## src/chip8_ram.sv

```systemverilog
// chip8_ram: generic single-port ram with registered read
// no dependencies
`default_nettype none
module chip8_ram #(
    parameter int WIDTH = 8,
    parameter int DEPTH = 16
) (
    input  wire logic                     clk,
    input  wire logic                     we,
    input  wire logic [$clog2(DEPTH)-1:0] addr,
    input  wire logic [WIDTH-1:0]         wdata,
    output logic      [WIDTH-1:0]         rdata
);
    logic [WIDTH-1:0] mem_reg [DEPTH];

    always_ff @(posedge clk)
    begin
        if (we)
        begin
            mem_reg[addr] <= wdata;
        end
        rdata <= mem_reg[addr];
    end
endmodule
`default_nettype wire
```

## config.mk

```make
export PLATFORM = sky130hd
export DESIGN_NAME = chip8_ram
export DESIGN_NICKNAME = d
export VERILOG_FILES = /design/src/chip8_ram.sv
export SDC_FILE = /design/constraint.sdc
export NUM_CORES = 1
export LEC_CHECK = 0
export ABC_AREA = 1
export BUFFER_PORTS_ARGS = -buffer_cell sky130_fd_sc_hd__buf_4
export CAP_MARGIN = 5
export CORE_MARGIN = 3
export CORE_UTILIZATION = 50
export CTS_CLUSTER_DIAMETER = 40
export DETAILED_ROUTE_END_ITERATION = 6
export GPL_ROUTABILITY_DRIVEN = 0
export GPL_TIMING_DRIVEN = 0
export PLACE_DENSITY = 0.67
export SLEW_MARGIN = 20
export SYNTH_ARGS = -nofsm -noshare
export SYNTH_HDL_FRONTEND = slang
export SYNTH_SLANG_ARGS = --single-unit
```

## constraint.sdc

```tcl
create_clock -name clk -period 1.9 [get_ports clk]
set_input_delay 0.19 -clock clk [delete_from_list [all_inputs] [get_ports clk]]
set_output_delay 0.19 -clock clk [all_outputs]
set_load 0.02 [all_outputs]
```

==> results of run 1 <==
worst max-delay path by stage:
stage	cells past startpoint	slack, ns	from	to
3_5_place_dp	4	-0.19	addr[1]	mem_reg[11][4]
2_1_floorplan	4	0.33	addr[1]	mem_reg[3][0]
5_1_grt	4	0.24	addr[1]	mem_reg[2][5]
4_1_cts	4	0.36	addr[1]	mem_reg[11][1]
3_3_place_gp	4	-0.14	addr[1]	mem_reg[3][3]
6_report	4	0.36	addr[1]	mem_reg[11][4]
critical path: stages:
cell	delay, ns
buf_2	0.20
clkbuf_1	0.37
nand3_1	0.27
nor2_1	0.66
layer usage:
layer,part of all wire,global-route usage,vias to the layer above
met2,0.46,0.311,124
met3,0.058,0.0418,22
met5,0,0,-
met1,0.46,0.291,1739
met4,0.020,0.0730,0
li1,-,-,1834
kinds of logic (layout without fill, tap and decap cells):
kind of cell	Yosys count	after routing	share of synthesized area
simple gates	368	368	0.248
flops	136	136	0.716
buf+inv	44	97	0.0362
cell type report:
type / count / area, µm² / share of cell area
clock inverter: 15 / 190 / 0.0291
inverter: 23 / 86.3 / 0.0132
sequential: 136 / 4000 / 0.613
clock buffer: 17 / 414 / 0.0634
multi-input combinational: 368 / 1390 / 0.212
tap: 136 / 170 / 0.0261
buffer: 21 / 116 / 0.0178
timing repair buffer: 21 / 160 / 0.0245
synthesized netlist by cell type (all sizes together):
library cell,instances,share of area
buf,18,0.019
clkbuf,3,0.0020
clkinv,1,0.00067
dfxtp,8,0.029
edfxtp,128,0.69
inv,22,0.015
nand2,346,0.23
nand3,4,0.0036
nor2,18,0.012
stage by stage:
step	TNS [ns]	std cells	instance area [µm²]
final	0	737	6530
after detailed placement	-14.92	704	5910
after CTS	0	737	6530
after floorplan	0	548	5590
after global routing	0	737	6530
after global placement	-10.70	704	5910
timing repair:
action                     4_1_cts  5_1_grt
hold endpoints to repair        16        0
hold buffers                     1        0
setup endpoints to repair        0        0
report_power, final:
part | internal [mW] | leakage, nW | switching (mW)
clock network | 2.03 | 0.290 | 1.30
logic | 0.135 | 1.30 | 0.318
registers | 3.35 | 1.22 | 0.0171
==> metrics.txt, run 1 <==
Finish-stage setup viols 0; relative slew slack 0.484; RSZ-0062 raised after global routing no; die height 112 µm; worst-case reg-to-reg path depth 8; Placement Setup Slack -0.190 ns; Ports 22; die area 0.0125 mm²; Post-CTS Setup Inserts 0; H-tree levels 4; Gates resized, CTS repair 0; Worst setup EP type flip-flop; share of layout cells above drive strength 1 0.116; port bufs 20; site row count 37; All-Layer GR Usage 0.204; dpl hpwl 7810 µm; max-cap violations 0; Setup WS post-layout 0.358 ns; Inserted Diodes 0; Min-Delay Endpoint mem_reg[13][5]; syn nets 562; Mean Syn Cell Area 10.2 µm²; Hold Path Depth 1; Peak VDD IR 0.000677 V; outcome complete, no violations; WL/cell 16.5 µm; CTS clk-pin slew, worst paths 0.07 ns; clock sink total 136; Die Width 112 µm; total grt overflow 0; reg-to-reg slack, setup 0.87 ns; slew at the pin closest to its max-slew limit 0.771 ns; total clock buffers created by CTS 17; P&R area growth vs syn 16.7%; commonest cells after routing, fill and taps aside nand2_1, edfxtp_1, buf_4; Syn Std Cell Area 0.00559 mm²; Pwr Total 7.15 mW; Hold Slack 0.0142 ns; fin crit period 1.54 ns; layout net count 602; DRC errors left 0; Starting Density 0.528; Synth cell types 11; Largest register FFs 128; clk_skew 0.00847 ns; Slew Viols, Final 0; first-pass GRT wire length 19100 µm; fillers 864; yosys warns 0; worst-path fanout max 10; Setup CP Type primary input to flip-flop; vias in the first global route 3590; Hold Path Origin wdata[5]; startpoint class of the critical path primary input; clk buf depth 2; Post-Syn Instances 548; worst reg2reg startpoint mem_reg[5][4]; Final Cycle Share 0.811; Clock Tree Root clkbuf_8; Worst R2R End rdata[4]; Critical Path AT 1.70 ns; Worst EP required 2.06 ns; Seq/Total Area, Yosys 0.716; Layout Utilization 0.616; Core ar. 0.0106 mm²; clock latency on the worst-skew pair 0.53 ns; f_max 649 MHz; CTS tree built; Final Hold Vio Count 0; synthesized flop and latch total 136; Power Density 1100 mW/mm²; Leakage 2.81 nW; Pre-antenna DRT Iters 5; most common cell after layout, fill and taps aside nand2_1; vias 3719; largest net degree at the start of global routing 17; final WL 12200 µm; DRT iter0 DRCs 309; Antenna Nets Post-Route 0; initial antenna violation count 0; post-DR vias/cell 5.05; worst hold path type primary input to flip-flop
(Power assumes the default switching activity.)
==> run 2, diff against run 1 <==
==> constraint.sdc (replaced) <==
create_clock -name clk -period 1.55 [get_ports clk]
set_input_delay 0.155 -clock clk [delete_from_list [all_inputs] [get_ports clk]]
set_output_delay 0.155 -clock clk [all_outputs]
set_load 0.02 [all_outputs]
==> run 2 against run 1 <==
  * Final cell count grew 0.68%
  * Combinational power grew 26%
  * Sequential share of layout area shrank 0.77 points
  * Die area is the same
  * First-iteration DRC count grew 4.9%
  * Core utilization grew 0.78 points
  * Clock-buffer cell count is the same
  * Non-clock buffer count grew 5
  * Register-to-register slack lost 0.36 ns
  * Largest power group unchanged
==> metrics.txt, run 2 (synthesis results as in run 1) <==
outcome complete, no violations; RSZ-0062 raised after global routing yes; total clock buffers created by CTS 17 (unchanged); Slew Viols, Final 0 (unchanged); CTS clk-pin slew, worst paths 0.06 ns (about the same); total grt overflow 0 (unchanged); Power Density 1330 mW/mm² (+21%); worst reg2reg startpoint mem_reg[5][4]; met3 WL 555 µm (-22%); Crit. Startpoint addr[1]; Final Cycle Share 0.991; vias 3714 (-0.13%); Inserted Diodes 0 (unchanged); Cells after DPL 704 (unchanged); Starting Density 0.528 (unchanged); initial antenna violation count 0 (unchanged); site row count 37 (unchanged); fillers 860 (-0.46%); clk buf depth 2 (unchanged); Post-CTS Setup Inserts 0 (unchanged); die area 0.0125 mm² (unchanged); post-DR vias/cell 5.01 (-0.81%); slew at the pin closest to its max-slew limit 0.753 ns (-0.0181 ns); placed inst area 0.00591 mm² (unchanged); CP max stage cell nor2_1; commonest cells after routing, fill and taps aside nand2_1, edfxtp_1, buf_4; final WL 12200 µm (+0.33%); layout net count 607 (+0.83%); wire length on met1 5710 µm (+1.9%); dpl hpwl 7810 µm (unchanged); most common cell after layout, fill and taps aside nand2_1; f_max 651 MHz; worst hold path type primary input to flip-flop; Worst setup EP type flip-flop; clock latency on the worst-skew pair 0.52 ns (about the same); met2 wire len 5740 µm (+2.0%); DRC errors left 0 (unchanged); Setup CP Type primary input to flip-flop; Hold Path Origin wdata[7]; max-cap violations 0 (unchanged); clock sink total 136 (unchanged); Finish-stage setup viols 0 (unchanged); Ports 22 (unchanged); vias in the first global route 3594 (+0.11%); All-Layer GR Usage 0.204 (about the same); Antenna Nets Post-Route 0 (unchanged); P&R area growth vs syn 18.2%; CTS tree built; die height 112 µm (unchanged); Clock Tree Root clkbuf_8; Core ar. 0.0106 mm² (unchanged); WL/cell 16.5 µm (-0.35%); clk_skew 0.00764 ns (-0.000829 ns); critical path cell sequence buf_2 > clkbuf_1 > nand3_1 > nor2_1; H-tree levels 4 (unchanged); Seq. cell area 0.00400 mm² (unchanged); relative slew slack 0.496 (+0.0121); Max Used Layer met4; first-pass GRT wire length 19100 µm (unchanged); fin crit period 1.54 ns; Worst EP required 1.70 ns (-0.36 ns); Final Hold Vio Count 0 (unchanged); Leakage 2.83 nW (+0.66%); Critical Path AT 1.69 ns (about the same); Die Width 112 µm (unchanged); DRT iter0 DRCs 324 (+4.9%); Pre-antenna DRT Iters 6 (+1); Peak VDD IR 0.000826 V (+22%); Multi-input gate area 0.00142 mm² (+2.3%); share of layout cells above drive strength 1 0.137 (+0.0205); crit-path max cell delay 0.66 ns (about the same); fin area 0.00661 mm² (+1.3%); port bufs 20 (unchanged); worst-path fanout max 10 (unchanged); largest net degree at the start of global routing 17 (unchanged); Largest register FFs 128 (unchanged); startpoint class of the critical path primary input; Layout Cells excl Fill 742 (+0.68%)
==> run 2: cell type report <==
cell class,count,area share
Timing Repair Buffer,26,0.0318
Tap cell,136,0.0257
Clock buffer,17,0.0627
Buffer,21,0.0176
Inverter,23,0.0131
Multi-Input combinational cell,368,0.215
Clock inverter,15,0.0288
Sequential cell,136,0.606
==> run 2: final timing paths <==
path	end	slack [ns]	cells after the start
worst min-delay path	mem_reg[8][7]	0.02	1
worst min register to register	rdata[7]	0.73	8
worst max-delay path	mem_reg[11][4]	0.01	4
worst max register to register	rdata[4]	0.51	8
==> run 2: critical path, delay by kind of cell <==
| kind | cells | cell delay, ns |
|---|---|---|
| and+or+nand+nor | 2 | 0.97 |
| buffers and inverters | 2 | 0.56 |
==> run 2: layer usage <==
| layer | global-route usage | vias to the layer above |
|---|---|---|
| met5 | 0 | - |
| met4 | 0.0730 | 0 |
| met3 | 0.0418 | 20 |
| met2 | 0.311 | 99 |
| met1 | 0.292 | 1753 |
| li1 | - | 1842 |
==> run 2: stage by stage <==
stage | utilization | setup TNS (ns) | worst slack (ns) | hold slack, ns | power (mW)
6_report | 0.624 | 0 | 0.0132 | 0.0150 | 8.79
5_1_grt | 0.624 | -1.02 | -0.0636 | 0.00310 | 9.06
4_1_cts | 0.620 | 0 | 0.0499 | 0.00250 | 8.81
3_5_place_dp | 0.558 | -55.24 | -0.505 | 0.500 | 4.76
3_3_place_gp | 0.558 | -51.02 | -0.458 | 0.486 | 4.75
2_1_floorplan | - | 0 | 0.0178 | 0.254 | 4.52
==> run 2: what timing repair did <==
item,CTS,global route
setup endpoints to repair,0,72
hold endpoints to repair,90,0
hold buffers,6,0
resized for setup,0,13
==> run 2: power by group <==
part           switching [mW]  internal (mW)  total [mW]  leakage [nW]
logic                   0.398          0.175       0.572          1.32
clock network            1.60           2.49        4.08         0.290
registers              0.0210           4.11        4.13          1.22
